==> config.mk <==
export PLATFORM = sky130hd
export DESIGN_NAME = gpt_leg
export DESIGN_NICKNAME = d
export VERILOG_FILES = /design/src/rtl/core/gpt_pkg.sv /design/src/rtl/core/gpt_leg.sv
export SDC_FILE = /design/constraint.sdc
export NUM_CORES = 2
export LEC_CHECK = 0
export BUFFER_PORTS_ARGS = -buffer_cell sky130_fd_sc_hd__buf_2
export CORE_MARGIN = 5
export CORE_UTILIZATION = 40
export CTS_CLUSTER_SIZE = 40
export DETAILED_ROUTE_END_ITERATION = 8
export GPL_TIMING_DRIVEN = 0
export SYNTH_ARGS = -nofsm -noshare
export SYNTH_HDL_FRONTEND = slang
export SYNTH_SLANG_ARGS = --single-unit
==> constraint.sdc <==
create_clock -name i_clk -period 37.8 [get_ports i_clk]
set_clock_uncertainty 0.1 [all_clocks]
set_input_delay 11.34 -clock i_clk [delete_from_list [all_inputs] [get_ports i_clk]]
set_output_delay 11.34 -clock i_clk [all_outputs]
set_load 0.02 [all_outputs]
==> src/rtl/core/gpt_pkg.sv <==
`timescale 1ns / 1ps
// ----------------------------------------------------------------------------
// gpt_pkg: shared types and constants for the greedy priority tour core
// Field widths, state encodings, distance unit request/response and the
// CORDIC arctangent table (Q24 degrees).
// ----------------------------------------------------------------------------
package gpt_pkg;

    localparam int MAX_CITIES   = 32;
    localparam int IDX_W        = $clog2(MAX_CITIES);
    localparam int CNT_W        = $clog2(MAX_CITIES + 1);
    localparam int LAT_W        = 24;
    localparam int LON_W        = 25;
    localparam int PRIO_W       = 8;
    localparam int OIDX_W       = 6;
    localparam int DIST_W       = 28;
    localparam int LEG_W        = 23;
    localparam int CFG_W        = 25;
    localparam int CW           = 34;
    localparam int CORDIC_STEPS = 24;
    localparam int SQRT_STEPS   = 31;

    localparam logic signed [LAT_W-1:0] CENTRE_LAT_RST = 24'sd3422023;
    localparam logic signed [LON_W-1:0] CENTRE_LON_RST = 25'sd1253994;

    typedef enum logic [0:0] {
        CFG_CENTRE_LAT = 1'b0,
        CFG_CENTRE_LON = 1'b1
    } t_cfg_idx;

    typedef enum logic [2:0] {
        S_IDLE,
        S_SCAN_RD,
        S_SCAN_WAIT,
        S_SCAN_LEG,
        S_PICK,
        S_CHECK,
        S_RET_LEG
    } t_top_state;

    typedef enum logic [3:0] {
        L_IDLE,
        L_RINIT,
        L_ROT,
        L_RFIN,
        L_MUL,
        L_MWB,
        L_SQRT,
        L_AINIT,
        L_ATAN,
        L_AFIN,
        L_SCALE,
        L_RND,
        L_DONE
    } t_leg_state;

    typedef enum logic [2:0] {
        PH_DLAT,
        PH_DLON,
        PH_LAT1,
        PH_LAT2,
        PH_MIX
    } t_leg_phase;

    typedef struct packed {
        logic                    start;
        logic signed [LAT_W-1:0] lat1;
        logic signed [LON_W-1:0] lon1;
        logic signed [LAT_W-1:0] lat2;
        logic signed [LON_W-1:0] lon2;
    } t_leg_req;

    typedef struct packed {
        logic             done;
        logic [LEG_W-1:0] leg_len;
    } t_leg_rsp;

    function automatic logic signed [CW-1:0] cordic_atan(input logic [4:0] k);
        logic signed [CW-1:0] v;
        case (k)
            5'd0:    v = 34'sd754974720;
            5'd1:    v = 34'sd445687602;
            5'd2:    v = 34'sd235489088;
            5'd3:    v = 34'sd119537938;
            5'd4:    v = 34'sd60000934;
            5'd5:    v = 34'sd30029717;
            5'd6:    v = 34'sd15018523;
            5'd7:    v = 34'sd7509720;
            5'd8:    v = 34'sd3754917;
            5'd9:    v = 34'sd1877466;
            5'd10:   v = 34'sd938734;
            5'd11:   v = 34'sd469367;
            5'd12:   v = 34'sd234684;
            5'd13:   v = 34'sd117342;
            5'd14:   v = 34'sd58671;
            5'd15:   v = 34'sd29335;
            5'd16:   v = 34'sd14668;
            5'd17:   v = 34'sd7334;
            5'd18:   v = 34'sd3667;
            5'd19:   v = 34'sd1833;
            5'd20:   v = 34'sd917;
            5'd21:   v = 34'sd458;
            5'd22:   v = 34'sd229;
            5'd23:   v = 34'sd115;
            default: v = '0;
        endcase
        return v;
    endfunction

endpackage

==> src/rtl/core/gpt_leg.sv <==
`timescale 1ns / 1ps
// ----------------------------------------------------------------------------
// gpt_leg: haversine distance unit
// One shared CORDIC rotator, one shared multiplier, a pair of bit-serial
// square roots and a CORDIC vectoring pass. Result in 1/256 km.
// ----------------------------------------------------------------------------
module gpt_leg (
    input  logic              i_clk,
    input  logic              i_rst_n,
    input  gpt_pkg::t_leg_req i_req,
    output gpt_pkg::t_leg_rsp o_rsp
);
    import gpt_pkg::*;

    localparam logic signed [CW:0]   D90   = 35'sd1509949440;
    localparam logic signed [CW:0]   D180  = 35'sd3019898880;
    localparam logic signed [CW:0]   D360  = 35'sd6039797760;
    localparam logic signed [CW-1:0] X0    = 34'sd652032874;
    localparam logic signed [CW-1:0] Z90   = 34'sd1509949440;
    localparam logic signed [32:0]   KLEG  = 33'sd3731082605;
    localparam logic [30:0]          Q_ONE = 31'd1073741824;

    t_leg_state r_state, n_state;
    t_leg_phase r_phase;
    logic [4:0] r_iter;
    logic signed [CW-1:0] r_x, r_y, r_z;
    logic r_neg;
    logic signed [CW-1:0] r_c, r_s, r_c1, r_sl, r_sn, r_cc;
    logic signed [65:0] r_prod;
    logic [61:0] r_va, r_vb;
    logic [34:0] r_rema, r_remb;
    logic [30:0] r_roota, r_rootb;
    logic [LEG_W-1:0] r_dist;

    logic signed [LAT_W:0]   dlat;
    logic signed [LON_W:0]   dlon;
    logic signed [CW-1:0]    ang;
    logic signed [CW:0]      z0, z1, z2;
    logic                    neg;
    logic signed [CW-1:0]    dx, dy, atn, cval, sval, p30;
    logic signed [32:0]      mul_a, mul_b;
    logic signed [CW:0]      asum;
    logic [30:0]             a31;
    logic [65:0]             sqa, sqb;
    logic signed [65:0]      rnd;

    function automatic logic [65:0] isq_step(input logic [34:0] rem,
                                             input logic [30:0] root,
                                             input logic [1:0]  bits);
        logic [34:0] remx, trial;
        remx  = {rem[32:0], bits};
        trial = {2'b00, root, 2'b01};
        if (remx >= trial) begin
            return {remx - trial, root[29:0], 1'b1};
        end
        return {remx, root[29:0], 1'b0};
    endfunction

    // angle select and range reduction to [-90, 90] degrees
    always_comb begin
        dlat = (LAT_W+1)'(i_req.lat2) - (LAT_W+1)'(i_req.lat1);
        dlon = (LON_W+1)'(i_req.lon2) - (LON_W+1)'(i_req.lon1);
        case (r_phase)
            PH_DLAT: ang = CW'(dlat) <<< 7;
            PH_DLON: ang = CW'(dlon) <<< 7;
            PH_LAT1: ang = CW'(i_req.lat1) <<< 8;
            PH_LAT2: ang = CW'(i_req.lat2) <<< 8;
            default: ang = '0;
        endcase
        z0 = (CW+1)'(ang);
        if (z0 > D180) begin
            z1 = z0 - D360;
        end else if (z0 <= -D180) begin
            z1 = z0 + D360;
        end else begin
            z1 = z0;
        end
        neg = 1'b0;
        if (z1 > D90) begin
            z2  = z1 - D180;
            neg = 1'b1;
        end else if (z1 < -D90) begin
            z2  = z1 + D180;
            neg = 1'b1;
        end else begin
            z2 = z1;
        end
    end

    always_comb begin
        dx   = r_y >>> r_iter;
        dy   = r_x >>> r_iter;
        atn  = cordic_atan(r_iter);
        cval = r_neg ? -r_x : r_x;
        sval = r_neg ? -r_y : r_y;
        p30  = CW'(r_prod >>> 30);
        asum = (CW+1)'(r_sl) + (CW+1)'(p30);
        if (asum[CW]) begin
            a31 = '0;
        end else if (asum > (CW+1)'(Q_ONE)) begin
            a31 = Q_ONE;
        end else begin
            a31 = asum[30:0];
        end
        sqa = isq_step(r_rema, r_roota, r_va[61:60]);
        sqb = isq_step(r_remb, r_rootb, r_vb[61:60]);
        rnd = r_prod + (66'sd1 <<< 39);
    end

    // shared multiplier operands
    always_comb begin
        if (r_state == L_SCALE) begin
            mul_a = 33'(r_z);
            mul_b = KLEG;
        end else begin
            case (r_phase)
                PH_LAT2: begin
                    mul_a = 33'(r_c1);
                    mul_b = 33'(r_c);
                end
                PH_MIX: begin
                    mul_a = 33'(r_cc);
                    mul_b = 33'(r_sn);
                end
                default: begin
                    mul_a = 33'(r_s);
                    mul_b = 33'(r_s);
                end
            endcase
        end
    end

    always_comb begin
        n_state = r_state;
        case (r_state)
            L_IDLE:  if (i_req.start) n_state = L_RINIT;
            L_RINIT: n_state = L_ROT;
            L_ROT:   if (r_iter == 5'(CORDIC_STEPS - 1)) n_state = L_RFIN;
            L_RFIN:  n_state = (r_phase == PH_LAT1) ? L_RINIT : L_MUL;
            L_MUL:   n_state = L_MWB;
            L_MWB: begin
                case (r_phase)
                    PH_LAT2: n_state = L_MUL;
                    PH_MIX:  n_state = L_SQRT;
                    default: n_state = L_RINIT;
                endcase
            end
            L_SQRT:  if (r_iter == 5'(SQRT_STEPS - 1)) n_state = L_AINIT;
            L_AINIT: n_state = L_ATAN;
            L_ATAN:  if (r_iter == 5'(CORDIC_STEPS - 1)) n_state = L_AFIN;
            L_AFIN:  n_state = L_SCALE;
            L_SCALE: n_state = L_RND;
            L_RND:   n_state = L_DONE;
            L_DONE:  n_state = L_IDLE;
            default: n_state = L_IDLE;
        endcase
    end

    always_comb begin
        o_rsp.done    = (r_state == L_DONE);
        o_rsp.leg_len = r_dist;
    end

    always_ff @(posedge i_clk) begin
        if (!i_rst_n) begin
            r_state <= L_IDLE;
            r_phase <= PH_DLAT;
        end else begin
            r_state <= n_state;
            case (r_state)
                L_IDLE: r_phase <= PH_DLAT;
                L_RFIN: if (r_phase == PH_LAT1) r_phase <= PH_LAT2;
                L_MWB: begin
                    case (r_phase)
                        PH_DLAT: r_phase <= PH_DLON;
                        PH_DLON: r_phase <= PH_LAT1;
                        PH_LAT2: r_phase <= PH_MIX;
                        default: r_phase <= r_phase;
                    endcase
                end
                default: r_phase <= r_phase;
            endcase
        end
    end

    always_ff @(posedge i_clk) begin
        case (r_state)
            L_RINIT: begin
                r_x    <= X0;
                r_y    <= '0;
                r_z    <= CW'(z2);
                r_neg  <= neg;
                r_iter <= '0;
            end
            L_ROT: begin
                if (!r_z[CW-1]) begin
                    r_x <= r_x - dx;
                    r_y <= r_y + dy;
                    r_z <= r_z - atn;
                end else begin
                    r_x <= r_x + dx;
                    r_y <= r_y - dy;
                    r_z <= r_z + atn;
                end
                r_iter <= r_iter + 5'd1;
            end
            L_RFIN: begin
                r_c <= cval;
                r_s <= sval;
                if (r_phase == PH_LAT1) r_c1 <= cval;
            end
            L_MUL, L_SCALE: r_prod <= mul_a * mul_b;
            L_MWB: begin
                case (r_phase)
                    PH_DLAT: r_sl <= p30;
                    PH_DLON: r_sn <= p30;
                    PH_LAT2: r_cc <= p30;
                    default: begin
                        r_va    <= {1'b0, a31, 30'b0};
                        r_vb    <= {1'b0, Q_ONE - a31, 30'b0};
                        r_rema  <= '0;
                        r_remb  <= '0;
                        r_roota <= '0;
                        r_rootb <= '0;
                        r_iter  <= '0;
                    end
                endcase
            end
            L_SQRT: begin
                r_rema  <= sqa[65:31];
                r_roota <= sqa[30:0];
                r_remb  <= sqb[65:31];
                r_rootb <= sqb[30:0];
                r_va    <= {r_va[59:0], 2'b00};
                r_vb    <= {r_vb[59:0], 2'b00};
                r_iter  <= r_iter + 5'd1;
            end
            L_AINIT: begin
                r_x    <= CW'(r_rootb);
                r_y    <= CW'(r_roota);
                r_z    <= '0;
                r_iter <= '0;
            end
            L_ATAN: begin
                if (!r_y[CW-1] && (r_y != '0)) begin
                    r_x <= r_x + dx;
                    r_y <= r_y - dy;
                    r_z <= r_z + atn;
                end else begin
                    r_x <= r_x - dx;
                    r_y <= r_y + dy;
                    r_z <= r_z - atn;
                end
                r_iter <= r_iter + 5'd1;
            end
            L_AFIN: begin
                if (r_z[CW-1]) begin
                    r_z <= '0;
                end else if (r_z > Z90) begin
                    r_z <= Z90;
                end
            end
            L_RND: r_dist <= rnd[40+LEG_W-1:40];
            default: ;
        endcase
    end

endmodule

-- Yosys cells after proc, flatten, opt, wreduce, memory -nomap -nowiden
Memory sizes are Yosys's and may differ from the RTL's. A register that Yosys moved wholly into a read port is not among the register bits.
Index checks and enable logic that the tools add are counted.
- add/sub/neg operators: 20
- multipliers: 1
- order comparisons: 8
- equality and inequality tests: 26
- shift operators: 2
- muxes and demuxes: 54
- reductions and logical operators: 23
- operators with widths (cell ; count):
    $pmux W34 S4 ; 3
    $mux W34 ; 8
    $pmux W33 S2 ; 4
    $mux W64 ; 4
    $pmux W62 S2 ; 2
    $mux W33 ; 7
    $pmux W34 S5 ; 1
    $mux W62 ; 2
    $pmux W31 S2 ; 2
    $add A34 B34 Y34 ; 3
    $sub A34 B34 Y34 ; 3
    $mux W31 ; 3
    $ge A35 B33 Y1 ; 2
    $mux W35 ; 2
    $sshr A34 B5 Y34 ; 2
    $neg A33 Y33 ; 2
    $sub A33 B33 Y33 ; 2
    $mul A33 B33 Y64 ; 1
    $add A63 B41 Y63 const B ; 1
    $pmux W4 S12 ; 1
    $add A34 B34 Y35 ; 1
    $add A34 B34 Y35 const B ; 1
    $gt A35 B31 Y1 const B ; 1
    $gt A35 B32 Y1 const B ; 1
    43 further kinds ; 75
- flip-flop bits (word level): 653
- bits in read-only memories: 960
- input port bits: 101
- memories kept: 1
- memory list (name ; depth ; bits a word ; read ports ; clocked after Yosys merged registers in ; write ports ; RTL line ; RTL):
    (name not given) ; 32 ; 30 ; 1 ; 1 ; 0 ; gpt_pkg.sv:80 ; case (k)

-- Longest topological paths before layout
- depth in word-level cells: 9
- depth in mapped cells: 45
- gate-level depth less buffers: 39

-- Worst setup path after synthesis
No wires, ideal clock.
- path type: register to register
- start point: register r_phase[1]
- end point: register atn[10] (netlist name)
- library setup time: 136 ps
- arrival: 18479 ps
- data required time: 37564 ps
- slack: 19085 ps
- cell stages (with the launch flop): 14
- cell sequence: dfxtp_1 > clkbuf_1 > buf_2 > nor2b_1 > nor2_1 > o21ai_0 > nor2_1 > a21oi_1 > clkinv_1 > ha_1 > nor2_1 > o21ai_0 > a21oi_1 > o32ai_1
- cells in the longest elaborated chain, start to end: 5
- RTL lines (what ; RTL line ; RTL):
    start, declared ; gpt_leg.sv:24 ; t_leg_phase r_phase;
    start signal, assigned ; gpt_leg.sv:178 ; default: r_phase <= r_phase;
    start signal, assigned ; gpt_leg.sv:181 ; default: r_phase <= r_phase;
    $eq A3 B2 Y1 (tied with other cells) ; gpt_leg.sv:214 ; case (r_phase)
    $reduce_or A3 Y1 (no line) * ; -- ;
    $ne A2 B2 Y1 (no line) * ; -- ;
    $reduce_and A2 Y1 (no line) * ; -- ;
    $mux W5 (no line) * ; -- ;
Every way passes the cells marked *; elsewhere a longest branch is shown, timed or not.
A chain may end at the register's enable or synchronous reset.

-- Final worst setup path
- start point: input port i_req[25] (netlist name)
- end point: register r_z[28], data pin
- cells in the longest elaborated chain, start to end: 9
- RTL lines (what ; RTL line ; RTL):
    start, declared ; gpt_leg.sv:10 ; input gpt_pkg::t_leg_req i_req,
    $sub A24 B24 Y25 ; gpt_leg.sv:61 ; dlat = (LAT_W+1)'(i_req.lat2) - (LAT_W+1)'(i_req.lat1);
    $pmux W34 S4 * ; gpt_leg.sv:63 ; case (r_phase)
    $add A34 B34 Y35 / $le A34 B33 Y1 (equally long branches) ; gpt_leg.sv:74, gpt_leg.sv:73 ;
    $mux W35 ; gpt_leg.sv:73 ; end else if (z0 <= -D180) begin
    $mux W35 * ; gpt_leg.sv:71 ; if (z0 > D180) begin
    $add A34 B33 Y34 / $lt A35 B32 Y1 (equally long branches) ; gpt_leg.sv:83, gpt_leg.sv:82 ;
    $mux W34 ; gpt_leg.sv:82 ; end else if (z1 < -D90) begin
    $mux W34 * ; gpt_leg.sv:79 ; if (z1 > D90) begin
    $pmux W34 S5 * ; gpt_leg.sv:187 ; case (r_state)
    end signal, assigned ; gpt_leg.sv:191 ; r_z <= CW'(z2);
    end signal, assigned ; gpt_leg.sv:199 ; r_z <= r_z - atn;
    end signal, assigned ; gpt_leg.sv:203 ; r_z <= r_z + atn;
    end, declared ; gpt_leg.sv:26 ; logic signed [CW-1:0] r_x, r_y, r_z;
Marked as above.

==> run_summary.xml <==
<?xml version="1.0" encoding="UTF-8"?>
<metrics>
  <group name="cells_and_area">
    <metric name="layout_common_cells" unit="">sky130_fd_sc_hd__inv_1 (1424), sky130_fd_sc_hd__fa_1 (1132), sky130_fd_sc_hd__nand2_1 (1106)</metric>
    <metric name="layout.nets" unit="">11273</metric>
    <metric name="synthToLayoutAreaGrowth" unit="%">8.914</metric>
    <metric name="final_cells" unit="">12321</metric>
    <metric name="layout_commonest_cell" unit="">sky130_fd_sc_hd__inv_1</metric>
    <metric name="fill_cells" unit="">20281</metric>
    <metric name="post_route_cells_drive_above_1_share" unit="">0.04967</metric>
  </group>
  <group name="global_route">
    <metric name="use_met1" unit="">0.4330</metric>
    <metric name="gr-usage-met3" unit="">0.09711</metric>
    <metric name="antenna_violations_before_repair" unit="">23</metric>
    <metric name="wire_length_of_the_first_global_routing_pass" unit="mm">514.7</metric>
    <metric name="grt_remaining_overflow" unit="">0</metric>
    <metric name="global_route.usage.total" unit="">0.3268</metric>
    <metric name="grt_use_met2" unit="">0.4818</metric>
    <metric name="grt_max_degree" unit="">68</metric>
    <metric name="grt_pass1_vias" unit="">72369</metric>
    <metric name="global_route.peak_usage_layer" unit="">met2</metric>
  </group>
  <group name="synthesis">
    <metric name="yosysTopAreaCellShare" unit="">0.2726</metric>
    <metric name="synth_top_family_by_area" unit="">adder cells</metric>
    <metric name="synth.area.mux_share" unit="">0.03080</metric>
    <metric name="yosys.area_share.xor_xnor" unit="">0.03198</metric>
    <metric name="async_reset_ff_frac" unit="">0</metric>
    <metric name="number_of_flip_flops_and_latches_in_the_synthesized_netlist" unit="">592</metric>
    <metric name="synth.yosys.warnings" unit="">0</metric>
    <metric name="syn-num-nets" unit="">11035</metric>
    <metric name="dominantRegCellSynth" unit="">sky130_fd_sc_hd__edfxtp_1</metric>
    <metric name="post_synth_instance_area" unit="um^2">83210</metric>
    <metric name="synth_top_cells_by_area" unit="">sky130_fd_sc_hd__fa_1 (27%), sky130_fd_sc_hd__edfxtp_1 (20%), sky130_fd_sc_hd__ha_1 (8.5%), sky130_fd_sc_hd__inv_1 (6.4%), sky130_fd_sc_hd__nand2_1 (5.0%)</metric>
    <metric name="syn_area_per_cell" unit="um^2">9.012</metric>
    <metric name="synthAdderAreaFrac" unit="">0.3580</metric>
    <metric name="share_of_the_synthesized_area_in_compound_gates_ao_oa_aoi_oai" unit="">0.1352</metric>
    <metric name="synth.yosys.seq_area_share" unit="">0.2092</metric>
    <metric name="post_synthesis_share_of_cell_area_spent_on_and_or_nand_and_nor_gates" unit="">0.1495</metric>
    <metric name="post_synth_edffs" unit="">555</metric>
    <metric name="yosysTopAreaCell" unit="">sky130_fd_sc_hd__fa_1</metric>
    <metric name="yosys_cell_types" unit="">109</metric>
    <metric name="synth_cells" unit="">9233</metric>
  </group>
  <group name="sta">
    <metric name="finalCritPeriodShare" unit="">0.4598</metric>
    <metric name="timing_max_transition_violations_final" unit="">97</metric>
    <metric name="final.hold.worst_slack" unit="ns">0.4110</metric>
    <metric name="worst_pin_slew" unit="ns">1.555</metric>
    <metric name="setup_viol" unit="">0</metric>
    <metric name="timing.max_slew.rel_slack" unit="">-0.04388</metric>
    <metric name="totalNegativeSetupSlack" unit="ns">0</metric>
    <metric name="fmax" unit="GHz">0.05754</metric>
    <metric name="final_critical_path_required_period" unit="ns">17.38</metric>
    <metric name="grt_setup_unrepaired" unit="">false</metric>
    <metric name="hold_viol_final" unit="">0</metric>
  </group>
  <group name="critical_path">
    <metric name="end_kind" unit="">flop</metric>
    <metric name="critPathKind" unit="">primary input to flop</metric>
    <metric name="start_point_of_the_critical_path" unit="">i_req[25]</metric>
    <metric name="timing.critical_path.cells" unit="">buf_2 -&gt; inv_1 -&gt; ha_1 -&gt; inv_1 -&gt; fa_1 -&gt; a21o_1 -&gt; a211oi_1 -&gt; a211oi_1 -&gt; o31ai_1 -&gt; nand3_1 -&gt; xnor2_1 -&gt; o311ai_2 -&gt; nor3b_1 -&gt; nand4_1 -&gt; o21ai_0 -&gt; nor3_1 -&gt; or2_2 -&gt; nand2b_1 -&gt; a21boi_2 -&gt; o22ai_2 -&gt; xnor2_1 -&gt; a221o_1</metric>
    <metric name="cp-start-kind" unit="">primary input</metric>
    <metric name="cp_data_required_time" unit="ns">38.14</metric>
    <metric name="critical_path_s_largest_stage_delay" unit="ns">0.77</metric>
    <metric name="arrival" unit="ns">17.72</metric>
    <metric name="worst_r2r_path_depth" unit="">40</metric>
    <metric name="critical_path.reg2reg.startpoint" unit="">r_phase[2]</metric>
    <metric name="cp_slowest_cell" unit="">sky130_fd_sc_hd__nor3b_1</metric>
    <metric name="cp_max_fo" unit="">7</metric>
  </group>
  <group name="placed_design">
    <metric name="dpl.hpwl" unit="mm">293.6</metric>
    <metric name="number_of_instances_in_the_placed_design" unit="">12186</metric>
    <metric name="io_buffer_count" unit="">124</metric>
    <metric name="gp_congestion" unit="">1.060</metric>
  </group>
  <group name="clocking">
    <metric name="clock_tree_from_tritoncts" unit="">done</metric>
    <metric name="cts_setup_buffers" unit="">0</metric>
    <metric name="cts.reportedPaths.clkPinSlew" unit="ns">0.06</metric>
    <metric name="cts_repair_resize_count" unit="">0</metric>
    <metric name="cts-buffers-inserted" unit="">70</metric>
    <metric name="cts_hold_repair.buffers" unit="">0</metric>
    <metric name="worstSkewPairLatency" unit="ns">0.72</metric>
    <metric name="ctsRootBufferMaster" unit="">sky130_fd_sc_hd__clkbuf_16</metric>
    <metric name="cts_h_tree_depth" unit="">3</metric>
    <metric name="cts.sink_count" unit="">592</metric>
    <metric name="ctsLongestPathBuffers" unit="">3</metric>
  </group>
  <group name="floorplanning">
    <metric name="coreArea" unit="um^2">207100</metric>
    <metric name="io_pins" unit="">125</metric>
    <metric name="die_area" unit="um^2">217200</metric>
    <metric name="die_h" unit="um">466.1</metric>
    <metric name="initial_utilization" unit="">0.4018</metric>
    <metric name="rows" unit="">167</metric>
    <metric name="die_outline_width" unit="um">466.1</metric>
  </group>
  <group name="worst_hold_path">
    <metric name="hold_path_startpoint" unit="">r_va[34]</metric>
    <metric name="min_path_cells" unit="">2</metric>
    <metric name="hp-class" unit="">flop to flop</metric>
  </group>
  <group name="run">
    <metric name="drv.max_cap_violation_count" unit="">11</metric>
  </group>
  <group name="drt">
    <metric name="routed_wirelength" unit="mm">361.9</metric>
    <metric name="drt_drc_violations_left" unit="">0</metric>
    <metric name="route.vias.total" unit="">73253</metric>
    <metric name="number_of_nets_with_antenna_violations_after_routing" unit="">0</metric>
    <metric name="drt_first_iter_violations" unit="">9037</metric>
    <metric name="wl_per_cell" unit="um">29.37</metric>
    <metric name="route.detailed.vias_per_inst" unit="">5.945</metric>
    <metric name="first_pass_iters" unit="">7</metric>
  </group>
  <group name="outcome">
    <metric name="status" unit="">complete, but fails checks</metric>
    <metric name="failed_checks" unit="">capacitance limit, slew limit</metric>
  </group>
</metrics>
-- Yosys cell counts (all sizes together) (113+ instances only) --
cell / instances
inv: 1427
fa: 1133
nand2: 1107
nor2: 1093
ha: 568
edfxtp: 555
clkbuf: 399
a21oi: 360
o21ai: 319
xnor2: 225
nand3: 156
mux2i: 142
nor3: 113
-- stage by stage --
| stage | setup slack (ns) | utilization | area, um^2 |
|---|---|---|---|
| after CTS | 20.71 | 0.4375 | 90590 |
| after detailed placement | 20.02 | 0.4258 | 88180 |
| final | 20.42 | 0.4377 | 90620 |
| after floorplan | 19.09 | - | 83210 |
| after global routing | 20.09 | 0.4375 | 90600 |
| after global placement | 7.683 | 0.4217 | 87320 |
-- worst max-delay path: cells and delay by family --
family | cells | cell delay [ns]
compound gates | 9 | 3.37
fa+ha+maj | 2 | 0.58
buf+inv | 3 | 0.25
xor+xnor | 2 | 0.39
simple gates | 6 | 1.79
-- worst paths after layout --
path / endpoint / slack (ns)
min reg2reg: r_va[36] / 0.41
min: r_va[36] / 0.41
max reg2reg: r_prod[63] / 20.85
max: r_z[28] / 20.42
-- routing by layer --
metal,up-vias,share of wire
li1,31109,-
met1,36807,0.40
met2,4359,0.42
met3,956,0.12
met4,22,0.067
met5,-,0.00040
-- registers in the layout (all words and copies together), names as in the netlist --
| signal | count |
|---|---|
| r_c | 33 |
| r_x | 34 |
| r_phase | 3 |
| r_z | 34 |
| r_iter | 5 |
| atn | 30 |
| r_neg | 1 |
| r_c1 | 33 |
| r_s | 33 |
| r_rema | 33 |
| r_remb | 33 |
| r_dist | 23 |
| r_sl | 34 |
| r_cc | 33 |
| r_rootb | 31 |
| r_va | 31 |
| r_sn | 33 |
| r_roota | 31 |
| r_y | 34 |
| r_prod | 34 |
| r_state | 4 |
| r_vb | 32 |
-- logic make-up after synthesis --
kind of cell | after synthesis
AOI/OAI and AO/OA | 1649
xor gates and xnor gates | 303
adders and majority gates | 1701
buffers and inverters | 1885
DFF | 592
muxes | 205
and+or+nand+nor | 2898
-- cell type report --
type,count,area (um^2),share of cell area
Clock inverter,39,565.5,0.006241
Clock buffer,85,1849,0.02041
Timing Repair Buffer,166,1291,0.01425
Multi-Input combinational cell,6756,58890,0.6498
Sequential cell,592,17410,0.1921
Inverter,1430,5370,0.05926
Buffer,455,1737,0.01916
Antenna cell,10,25.02,0.0002761
Tap cell,2788,3488,0.03849
Power is not shown: default switching activity piles up to over one toggle a cycle in this logic, so the estimate is an artifact.
